### src/sv/aphc_pkg.sv
// Shared types and constants for the arm position hold controller.
`timescale 1ns / 1ps
`default_nettype none

package aphc_pkg;

  localparam int unsigned POS_W   = 12;
  localparam int unsigned ERR_W   = 13;
  localparam int unsigned DRIVE_W = 8;
  localparam int unsigned CFG_IDX_W  = 3;
  localparam int unsigned CFG_DATA_W = 12;

  localparam logic signed [DRIVE_W-1:0] DRIVE_MAX = 8'sd127;
  localparam logic signed [DRIVE_W-1:0] DRIVE_MIN = -8'sd127;
  localparam logic [7:0] TIMER_MAX = 8'd255;

  // Register indexes on the configuration port
  localparam logic [CFG_IDX_W-1:0] CFG_MIN_POSITION      = 3'd0;
  localparam logic [CFG_IDX_W-1:0] CFG_MAX_POSITION      = 3'd1;
  localparam logic [CFG_IDX_W-1:0] CFG_SLOW_ZONE         = 3'd2;
  localparam logic [CFG_IDX_W-1:0] CFG_COMMAND_THRESHOLD = 3'd3;
  localparam logic [CFG_IDX_W-1:0] CFG_HOLD_DEADBAND     = 3'd4;
  localparam logic [CFG_IDX_W-1:0] CFG_SPEED_STEP        = 3'd5;
  localparam logic [CFG_IDX_W-1:0] CFG_UPDATE_PERIOD     = 3'd6;
  localparam logic [CFG_IDX_W-1:0] CFG_FULL_SPEED        = 3'd7;

  // Register reset values
  localparam logic [11:0] RST_MIN_POSITION      = 12'd1300;
  localparam logic [11:0] RST_MAX_POSITION      = 12'd3000;
  localparam logic [9:0]  RST_SLOW_ZONE         = 10'd50;
  localparam logic [6:0]  RST_COMMAND_THRESHOLD = 7'd90;
  localparam logic [7:0]  RST_HOLD_DEADBAND     = 8'd10;
  localparam logic [6:0]  RST_SPEED_STEP        = 7'd5;
  localparam logic [7:0]  RST_UPDATE_PERIOD     = 8'd10;
  localparam logic [6:0]  RST_FULL_SPEED        = 7'd127;

  typedef enum logic [2:0] {
    ACT_IDLE     = 3'd0,
    ACT_LOWERING = 3'd1,
    ACT_RAISING  = 3'd2,
    ACT_HOLDING  = 3'd3,
    ACT_OVERRIDE = 3'd4
  } activity_t;

  typedef struct packed {
    logic signed [DRIVE_W-1:0] command;
    logic [POS_W-1:0]          arm_position;
    logic [POS_W-1:0]          partner_position;
    logic                      manual_override;
  } in_item_t;

  typedef struct packed {
    logic signed [DRIVE_W-1:0] drive;
    logic [2:0]                activity;
  } out_item_t;

endpackage

`default_nettype wire

### src/sv/arm_position_hold_controller.sv
// Top level of the arm position hold controller: control law, state and output skid.
`timescale 1ns / 1ps
`default_nettype none

// Arm position hold controller, one input item per control tick.
// Input channel (in_valid / in_stall / in_data): command, this arm's position,
// the partner arm's position and a manual override flag. Each accepted item
// yields exactly one result item (drive, activity) on the output channel
// (out_valid / out_stall / out_data).
// The result is registered into the output stage when the input item is accepted.
// Throughput: one item per cycle while in_stall is low; the whole control law for an item is
// evaluated in a single pass between the live state and the output register.
// A two-entry output stage (main register plus skid register) parts the
// channels: an item is still taken while a result waits under out_stall, and
// in_stall rises only once the skid register is occupied as well.
// Configuration: cfg_valid / cfg_ready with cfg_index and cfg_data; cfg_ready
// is always high and a write takes effect at the next edge. Write registers
// only while the block is idle.
// Reset (rst_n low, synchronous): registers return to their default limits,
// the hold state, drive level and tick timer clear, and both output entries
// are emptied.
module arm_position_hold_controller (
  input  wire                                clk,
  input  wire                                rst_n,
  input  wire                                in_valid,
  output logic                               in_stall,
  input  aphc_pkg::in_item_t                 in_data,
  output logic                               out_valid,
  input  wire                                out_stall,
  output aphc_pkg::out_item_t                out_data,
  input  wire                                cfg_valid,
  output logic                               cfg_ready,
  input  wire [aphc_pkg::CFG_IDX_W-1:0]      cfg_index,
  input  wire [aphc_pkg::CFG_DATA_W-1:0]     cfg_data
);

  // ---------------------------------------------------------------------
  // Configuration registers
  // ---------------------------------------------------------------------
  logic [11:0] min_position_r;
  logic [11:0] max_position_r;
  logic [9:0]  slow_zone_r;
  logic [6:0]  command_threshold_r;
  logic [7:0]  hold_deadband_r;
  logic [6:0]  speed_step_r;
  logic [7:0]  update_period_r;
  logic [6:0]  full_speed_r;

  assign cfg_ready = 1'b1;

  always_ff @(posedge clk) begin
    if (!rst_n) begin
      min_position_r      <= aphc_pkg::RST_MIN_POSITION;
      max_position_r      <= aphc_pkg::RST_MAX_POSITION;
      slow_zone_r         <= aphc_pkg::RST_SLOW_ZONE;
      command_threshold_r <= aphc_pkg::RST_COMMAND_THRESHOLD;
      hold_deadband_r     <= aphc_pkg::RST_HOLD_DEADBAND;
      speed_step_r        <= aphc_pkg::RST_SPEED_STEP;
      update_period_r     <= aphc_pkg::RST_UPDATE_PERIOD;
      full_speed_r        <= aphc_pkg::RST_FULL_SPEED;
    end else if (cfg_valid && cfg_ready) begin
      unique case (cfg_index)
        aphc_pkg::CFG_MIN_POSITION:      min_position_r      <= cfg_data[11:0];
        aphc_pkg::CFG_MAX_POSITION:      max_position_r      <= cfg_data[11:0];
        aphc_pkg::CFG_SLOW_ZONE:         slow_zone_r         <= cfg_data[9:0];
        aphc_pkg::CFG_COMMAND_THRESHOLD: command_threshold_r <= cfg_data[6:0];
        aphc_pkg::CFG_HOLD_DEADBAND:     hold_deadband_r     <= cfg_data[7:0];
        aphc_pkg::CFG_SPEED_STEP:        speed_step_r        <= cfg_data[6:0];
        aphc_pkg::CFG_UPDATE_PERIOD:     update_period_r     <= cfg_data[7:0];
        aphc_pkg::CFG_FULL_SPEED:        full_speed_r        <= cfg_data[6:0];
        default: ;
      endcase
    end
  end

  // ---------------------------------------------------------------------
  // Output stage handshake
  // ---------------------------------------------------------------------
  logic                main_valid_r;
  logic                skid_valid_r;
  aphc_pkg::out_item_t main_data_r;
  aphc_pkg::out_item_t skid_data_r;
  logic                take;
  logic                acc;

  assign out_valid = main_valid_r;
  assign out_data  = main_data_r;
  assign in_stall  = skid_valid_r;
  assign take      = main_valid_r && !out_stall;
  assign acc       = in_valid && !in_stall;

  // ---------------------------------------------------------------------
  // Controller state
  // ---------------------------------------------------------------------
  logic [11:0]        hold_target_r,    hold_target_nxt;
  logic signed [12:0] previous_error_r, previous_error_nxt;
  logic signed [7:0]  drive_level_r,    drive_level_nxt;
  logic               was_moving_r,     was_moving_nxt;
  logic               hold_armed_r,     hold_armed_nxt;
  logic [7:0]         period_timer_r,   period_timer_nxt;
  aphc_pkg::out_item_t result;

  // Control law, evaluated for the item at the input port
  logic [7:0]         timer_inc;
  logic signed [8:0]  cmd_ext;
  logic signed [8:0]  thr_ext;
  logic               lower_req;
  logic               raise_req;
  logic [12:0]        lo_plus_zone;
  logic [12:0]        pos_plus_zone;
  logic signed [7:0]  full_s;
  logic signed [7:0]  half_s;
  logic [12:0]        pos_sum;
  logic [11:0]        avg;
  logic [11:0]        target_clamped;
  logic signed [12:0] err;
  logic signed [13:0] err_ext;
  logic signed [13:0] band_ext;
  logic signed [9:0]  level_ext;
  logic signed [9:0]  step_ext;
  logic signed [9:0]  level_sum;
  logic signed [7:0]  level_sat;
  logic [11:0]        pos;

  assign pos = in_data.arm_position;

  always_comb begin
    hold_target_nxt    = hold_target_r;
    previous_error_nxt = previous_error_r;
    drive_level_nxt    = drive_level_r;
    was_moving_nxt     = was_moving_r;
    hold_armed_nxt     = hold_armed_r;
    period_timer_nxt   = period_timer_r;

    // Count the tick first, saturating at the top
    timer_inc = (period_timer_r == aphc_pkg::TIMER_MAX) ? period_timer_r
                                                        : period_timer_r + 8'd1;

    cmd_ext   = 9'(in_data.command);
    thr_ext   = $signed({2'b00, command_threshold_r});
    lower_req = (cmd_ext <= -thr_ext);
    raise_req = (cmd_ext >= thr_ext);

    // Slow-zone bounds kept without wrap by moving the zone to the other side
    lo_plus_zone  = {1'b0, min_position_r} + {3'b000, slow_zone_r};
    pos_plus_zone = {1'b0, pos} + {3'b000, slow_zone_r};
    full_s = $signed({1'b0, full_speed_r});
    half_s = $signed({2'b00, full_speed_r[6:1]});

    // Hold target: average of both positions, lower limit tested first
    pos_sum = {1'b0, pos} + {1'b0, in_data.partner_position};
    avg     = pos_sum[12:1];
    if (avg < min_position_r) begin
      target_clamped = min_position_r;
    end else if (avg > max_position_r) begin
      target_clamped = max_position_r;
    end else begin
      target_clamped = avg;
    end

    err      = $signed({1'b0, pos}) - $signed({1'b0, hold_target_r});
    err_ext  = 14'(err);
    band_ext = $signed({6'd0, hold_deadband_r});
    level_ext = 10'(drive_level_r);
    step_ext  = $signed({3'b000, speed_step_r});
    level_sum = level_ext;

    // Hold nudge, trend rules kept as specified including their odd signs
    if (err_ext < -band_ext) begin
      if (err < previous_error_r) begin
        if (pos < max_position_r) begin
          level_sum = level_ext + step_ext;
        end
      end else if (drive_level_r > 8'sd0) begin
        level_sum = level_ext - step_ext;
      end
    end else if (err_ext > band_ext) begin
      if (err > previous_error_r) begin
        if (pos > min_position_r) begin
          level_sum = level_ext - step_ext;
        end
      end else if (drive_level_r > 8'sd0) begin
        level_sum = level_ext + step_ext;
      end
    end

    if (level_sum > 10'(aphc_pkg::DRIVE_MAX)) begin
      level_sat = aphc_pkg::DRIVE_MAX;
    end else if (level_sum < 10'(aphc_pkg::DRIVE_MIN)) begin
      level_sat = aphc_pkg::DRIVE_MIN;
    end else begin
      level_sat = level_sum[7:0];
    end

    result.activity = aphc_pkg::ACT_IDLE;
    result.drive    = drive_level_r;

    if (in_data.manual_override) begin
      // Pass the command through; freeze all state
      result.activity = aphc_pkg::ACT_OVERRIDE;
      result.drive    = (in_data.command < aphc_pkg::DRIVE_MIN) ? aphc_pkg::DRIVE_MIN
                                                                : in_data.command;
    end else begin
      period_timer_nxt = timer_inc;
      if (lower_req) begin
        if (pos < min_position_r) begin
          drive_level_nxt = 8'sd0;
        end else if ({1'b0, pos} < lo_plus_zone) begin
          drive_level_nxt = -half_s;
        end else begin
          drive_level_nxt = -full_s;
        end
        was_moving_nxt  = 1'b1;
        result.activity = aphc_pkg::ACT_LOWERING;
      end else if (raise_req) begin
        if (pos > max_position_r) begin
          drive_level_nxt = 8'sd0;
        end else if (pos_plus_zone > {1'b0, max_position_r}) begin
          drive_level_nxt = half_s;
        end else begin
          drive_level_nxt = full_s;
        end
        was_moving_nxt  = 1'b1;
        result.activity = aphc_pkg::ACT_RAISING;
      end else if (was_moving_r) begin
        // Release: latch the target and start holding
        was_moving_nxt     = 1'b0;
        hold_target_nxt    = target_clamped;
        drive_level_nxt    = 8'sd0;
        period_timer_nxt   = 8'd0;
        hold_armed_nxt     = 1'b1;
        previous_error_nxt = $signed({1'b0, pos}) - $signed({1'b0, target_clamped});
        result.activity    = aphc_pkg::ACT_HOLDING;
      end else if (hold_armed_r) begin
        if (timer_inc > update_period_r) begin
          period_timer_nxt   = 8'd0;
          drive_level_nxt    = level_sat;
          previous_error_nxt = err;
        end
        result.activity = aphc_pkg::ACT_HOLDING;
      end
      result.drive = drive_level_nxt;
    end
  end

  always_ff @(posedge clk) begin
    if (!rst_n) begin
      hold_target_r    <= '0;
      previous_error_r <= '0;
      drive_level_r    <= '0;
      was_moving_r     <= 1'b0;
      hold_armed_r     <= 1'b0;
      period_timer_r   <= '0;
    end else if (acc) begin
      hold_target_r    <= hold_target_nxt;
      previous_error_r <= previous_error_nxt;
      drive_level_r    <= drive_level_nxt;
      was_moving_r     <= was_moving_nxt;
      hold_armed_r     <= hold_armed_nxt;
      period_timer_r   <= period_timer_nxt;
    end
  end

  // Output stage: fill main when it frees up, else park in skid
  always_ff @(posedge clk) begin
    if (!rst_n) begin
      main_valid_r <= 1'b0;
      skid_valid_r <= 1'b0;
    end else if (skid_valid_r) begin
      if (take) begin
        skid_valid_r <= 1'b0;
      end
    end else if (acc) begin
      if (!main_valid_r || take) begin
        main_valid_r <= 1'b1;
      end else begin
        skid_valid_r <= 1'b1;
      end
    end else if (take) begin
      main_valid_r <= 1'b0;
    end
  end

  always_ff @(posedge clk) begin
    if (skid_valid_r) begin
      if (take) begin
        main_data_r <= skid_data_r;
      end
    end else if (acc) begin
      if (!main_valid_r || take) begin
        main_data_r <= result;
      end else begin
        skid_data_r <= result;
      end
    end
  end

  // ---------------------------------------------------------------------
  // Assertions
  // ---------------------------------------------------------------------
  a_skid_needs_main: assert property (@(posedge clk) disable iff (!rst_n)
    skid_valid_r |-> main_valid_r)
    else $error("skid entry held while main entry empty");

  a_override_freezes_timer: assert property (@(posedge clk) disable iff (!rst_n)
    (acc && in_data.manual_override) |=> $stable(period_timer_r) && $stable(drive_level_r))
    else $error("override item changed controller state");

  a_stalled_result_parks: assert property (@(posedge clk) disable iff (!rst_n)
    (acc && main_valid_r && out_stall) |=> skid_valid_r)
    else $error("item accepted under stall was not parked in skid");

  a_drive_in_range: assert property (@(posedge clk) disable iff (!rst_n)
    out_valid |-> (out_data.drive != -8'sd128))
    else $error("drive left the saturation range");

endmodule

`default_nettype wire

### config.mk
export PLATFORM = sky130hd
export DESIGN_NAME = arm_position_hold_controller
export DESIGN_NICKNAME = d
export VERILOG_FILES = /design/src/sv/aphc_pkg.sv /design/src/sv/arm_position_hold_controller.sv
export SDC_FILE = /design/constraint.sdc
export NUM_CORES = 1
export LEC_CHECK = 0
export ABC_AREA = 1
export ABC_CLOCK_PERIOD_IN_PS = 13740
export BUFFER_PORTS_ARGS = -buffer_cell sky130_fd_sc_hd__buf_2
export CORE_MARGIN = 1
export CORE_UTILIZATION = 65
export CTS_BUF_LIST = sky130_fd_sc_hd__clkbuf_4 sky130_fd_sc_hd__clkbuf_8
export DETAILED_ROUTE_END_ITERATION = 12
export HOLD_SLACK_MARGIN = 0.06
export PLACE_DENSITY = 0.86
export SETUP_SLACK_MARGIN = 0.5
export SLEW_MARGIN = 10
export SYNTH_ARGS = -nofsm -noshare
export SYNTH_HDL_FRONTEND = slang
export SYNTH_SLANG_ARGS = --single-unit
### constraint.sdc
create_clock -name clk -period 13.74 [get_ports clk]
set_input_delay 1.374 -clock clk [delete_from_list [all_inputs] [get_ports clk]]
set_output_delay 1.374 -clock clk [all_outputs]
set_load 0.01 [all_outputs]
==> impl_metrics.py <==
metrics = {
    "worst_setup_path": {
        "worstPathArrival_ps": 8070,
        "slowest_delay_ps": 410,
        "crit_required_ps": 14050,
        "critPathBufInv": 7,
        "path_max_fanout": 22,
        "crit_family": "compound AO/OA/AOI/OAI gates",
        "slowest_stage": "nand2_1",
        "rr_worst_depth": 35,
        "cp-end-kind": "flip-flop",
        "critical_path_class": "input port to flip-flop",
        "startpoint_type": "input port",
        "worst-path-stages": 44,
    },
    "synth": {
        "synth.avg_cell_area_um2": 6.944,
        "synth-main-ff-cell": "dfxtp_1",
        "syn_inst": 1873,
        "synthesis.nets": 2131,
        "yosysWarningCount": 0,
        "synth.area.top_cells": "ha_1 (19%), dfxtp_1 (18%), nand2_1 (11%), a21oi_1 (7.8%), inv_1 (7.6%)",
        "synth_edf_count": 22,
        "seq_area_frac_synth_pct": 22.93,
        "async_reset_ff_share_pct": 0,
        "synth.ff_latch_count": 138,
        "syn-cell-area_mm2": 0.01301,
        "synthDistinctLibCells": 55,
        "yosysTopAreaCellShare_pct": 19.05,
        "yosysTopAreaCell": "ha_1",
    },
    "timing": {
        "rsz0062_at_grt": "false",
        "clock.fmax_mhz": 128.9,
        "period_share_pct": 56.48,
        "slew_headroom_pct": 19.42,
        "setup_viol": 0,
        "tightest_slew_ps": 1207,
        "hold_viol_final": 0,
        "fin_crit_ps": 7761,
        "fin_skew_ps": 17.48,
        "maxSlewViolCount": 0,
        "setup_tns_ps": 0,
        "timing.final.ws_setup_ps": 5979,
    },
    "die": {
        "die_h_um": 143.5,
        "die_w_um": 143.5,
        "die-area_mm2": 0.02058,
        "io_pins": 67,
        "num_rows": 51,
        "start_util_pct": 66.61,
        "fp.coreArea_mm2": 0.01953,
    },
    "power": {
        "seq_power_share_pct": 34.0,
        "p_per_area_mw_per_mm2": 93.16,
        "clkPwrFrac_pct": 27.6,
        "p_sw_share_pct": 40.71,
        "p_leak_uw": 0.006894,
        "ir_drop_uv": 68.60,
        "combPwrFrac_pct": 38.4,
        "power.internal_uw": 766.6,
        "power_switching_uw": 526.3,
    },
    "routing": {
        "drc": 0,
        "drt_iter0_drc": 1429,
        "first_pass_iters": 6,
        "drt-vias-per-instance": 5.949,
        "antenna_left": 0,
        "vias": 13060,
        "wl_per_cell_um": 16.72,
        "wirelength_um": 36730,
    },
    "clocking": {
        "cts_root_buffer": "clkbuf_8",
        "post_cts_resized": 0,
        "clock_latency_ps": 480,
        "htreeDepth": 4,
        "max-clock-path-buffers": 2,
        "cts_tree": "yes",
        "cts.sinks": 138,
        "cts_made_buffers": 17,
        "clk_pin_slew_ps": 90,
        "hold_buffers": 0,
        "cts_setup_buffers": 0,
    },
    "placed_design": {
        "gp_congestion": 0.9687,
        "dp_worst_setup_slack_ps": 5709,
        "io_buffers": 65,
        "dp_hpwl_um": 27870,
    },
    "layout": {
        "nets": 2175,
        "area_growth_pct": 6.705,
        "drive_above_1_share_pct": 7.772,
    },
    "grt": {
        "use_met2_pct": 59.58,
        "grt_pass1_vias": 12160,
        "grt_max_degree": 89,
        "grt_pass1_wl_um": 58530,
        "grt.total_usage_pct": 36.22,
        "grt_antenna_before_repair": 1,
        "grt-busiest-layer": "met2",
        "met3_usage_pct": 6.731,
        "grtUsageMet1_pct": 46.13,
        "overflow": 0,
    },
    "outcome": {
        "status": "finished, final reports clean",
    },
    "job": {
        "drv_cap": 0,
    },
    "worst_hold_path": {
        "whs_path_depth": 2,
        "worstHoldPathType": "flip-flop to flip-flop",
    },
}
stage by stage:
step	cells	total power (uW)	hold WS (ps)	area [um^2]	utilization, %
floorplan	1873	809.9	435.3	13010	-
CTS	2195	1277	470.6	13880	71.06
global route	2196	1371	489.6	13880	71.08
finish	2196	1293	469.0	13880	71.08
global placement	2163	906.8	450.1	13470	69.00
detailed placement	2163	927.3	457.7	13470	69.00
per-layer routing:
metal  vias up  part of all wire [%]
met4         0                   4.0
met5         -                     0
met2       581                    45
li1       6398                     -
met1      5972                    43
met3       113                   9.0
cells in the mapped netlist (5+ instances only):
cell type  count
o31ai_1        8
nor2_1       118
ha_1         198
nand3_1       91
o21bai_1      19
nand2_1      379
nand3_2        6
o21a_1         5
nor3_1        20
nand2_2       16
clkbuf_1      34
fa_1           7
dfxtp_1      116
a211oi_1       5
edfxtp_1      22
o211ai_1      42
xnor2_1       11
a21o_1         6
nand4_1       21
a21oi_1      203
inv_1        264
o21ai_0      150
or2_2          5
a31oi_1        5
o21ai_1        5
xor2_1        56
inv_2          5
a21oi_2       10
flip-flops by register name, indices dropped and copies added, names as in the netlist, 10 cells and up:
name	cells
previous_error_r	13
hold_target_r	12
max_position_r	12
min_position_r	12
out_data	11
skid_data_r	11
slow_zone_r	10
worst reg2reg max path, delay by kind of cell (launching register included):
| kind | cells | cell delay, ps |
|---|---|---|
| XOR/XNOR | 1 | 400 |
| AND/OR/NAND/NOR | 27 | 2350 |
| buffers and inverters | 2 | 460 |
| adder cells (fa/ha/maj) | 3 | 1010 |
| AO/OA/AOI/OAI | 2 | 400 |
| flip-flops | 1 | 330 |
final timing paths:
check,start,to,slack (ps)
setup / recovery,in_data[15],previous_error_r[12],5980
hold / removal,previous_error_r[4],previous_error_r[4],470
setup reg to reg,hold_target_r[0],out_data[5],8540
hold reg to reg,previous_error_r[4],previous_error_r[4],470
power groups by stage:
stage / logic [uW] / registers (uW) / clock network (uW)
floorplan: 364 / 446 / 0
global placement: 459 / 448 / 0
detailed placement: 479 / 448 / 0
CTS: 484 / 439 / 354
global route: 557 / 441 / 373
finish: 497 / 440 / 357
placed cells by master, fill, tap and decap left out, drive strengths merged, types with 2 or more instances in the layout:
| cell | n |
|---|---|
| or4 | 2 |
| o221ai | 4 |
| xnor2 | 11 |
| xor2 | 56 |
| ha | 198 |
| a211oi | 5 |
| or2 | 5 |
| a31oi | 5 |
| o2111ai | 3 |
| o21a | 5 |
| clkbuf | 18 |
| fa | 7 |
| clkinv | 7 |
| nor2 | 121 |
| nor3 | 20 |
| bufinv | 2 |
| a21boi | 3 |
| o31ai | 8 |
| o21ai | 155 |
| inv | 275 |
| o21bai | 19 |
| nand2 | 398 |
| a21o | 6 |
| and2 | 3 |
| nand3 | 97 |
| o211ai | 44 |
| buf | 68 |
| dfxtp | 116 |
| nand3b | 2 |
| edfxtp | 22 |
| a21oi | 213 |
| nand4 | 22 |
| nor4 | 3 |
logic make-up after synthesis:
kind of cell,synth area share (%)
simple gates,22.18
other cells,0.02883
compound gates,20.76
fa+ha+maj,20.13
xor+xnor,4.512
buf+inv,9.456
flops,22.93
final cells by class:
| cell class | count | area, um^2 |
|---|---|---|
| clock buffer | 18 | 241.5 |
| fill | 1665 | 5648 |
| clock inverter | 14 | 161.4 |
| sequential | 138 | 2983 |
| timing repair buffer | 68 | 347.8 |
| multi-input combinational | 1421 | 8793 |
| inverter | 271 | 1017 |
| tap | 265 | 331.6 |
| antenna | 1 | 2.502 |
Power figures use the tool's default switching activity.
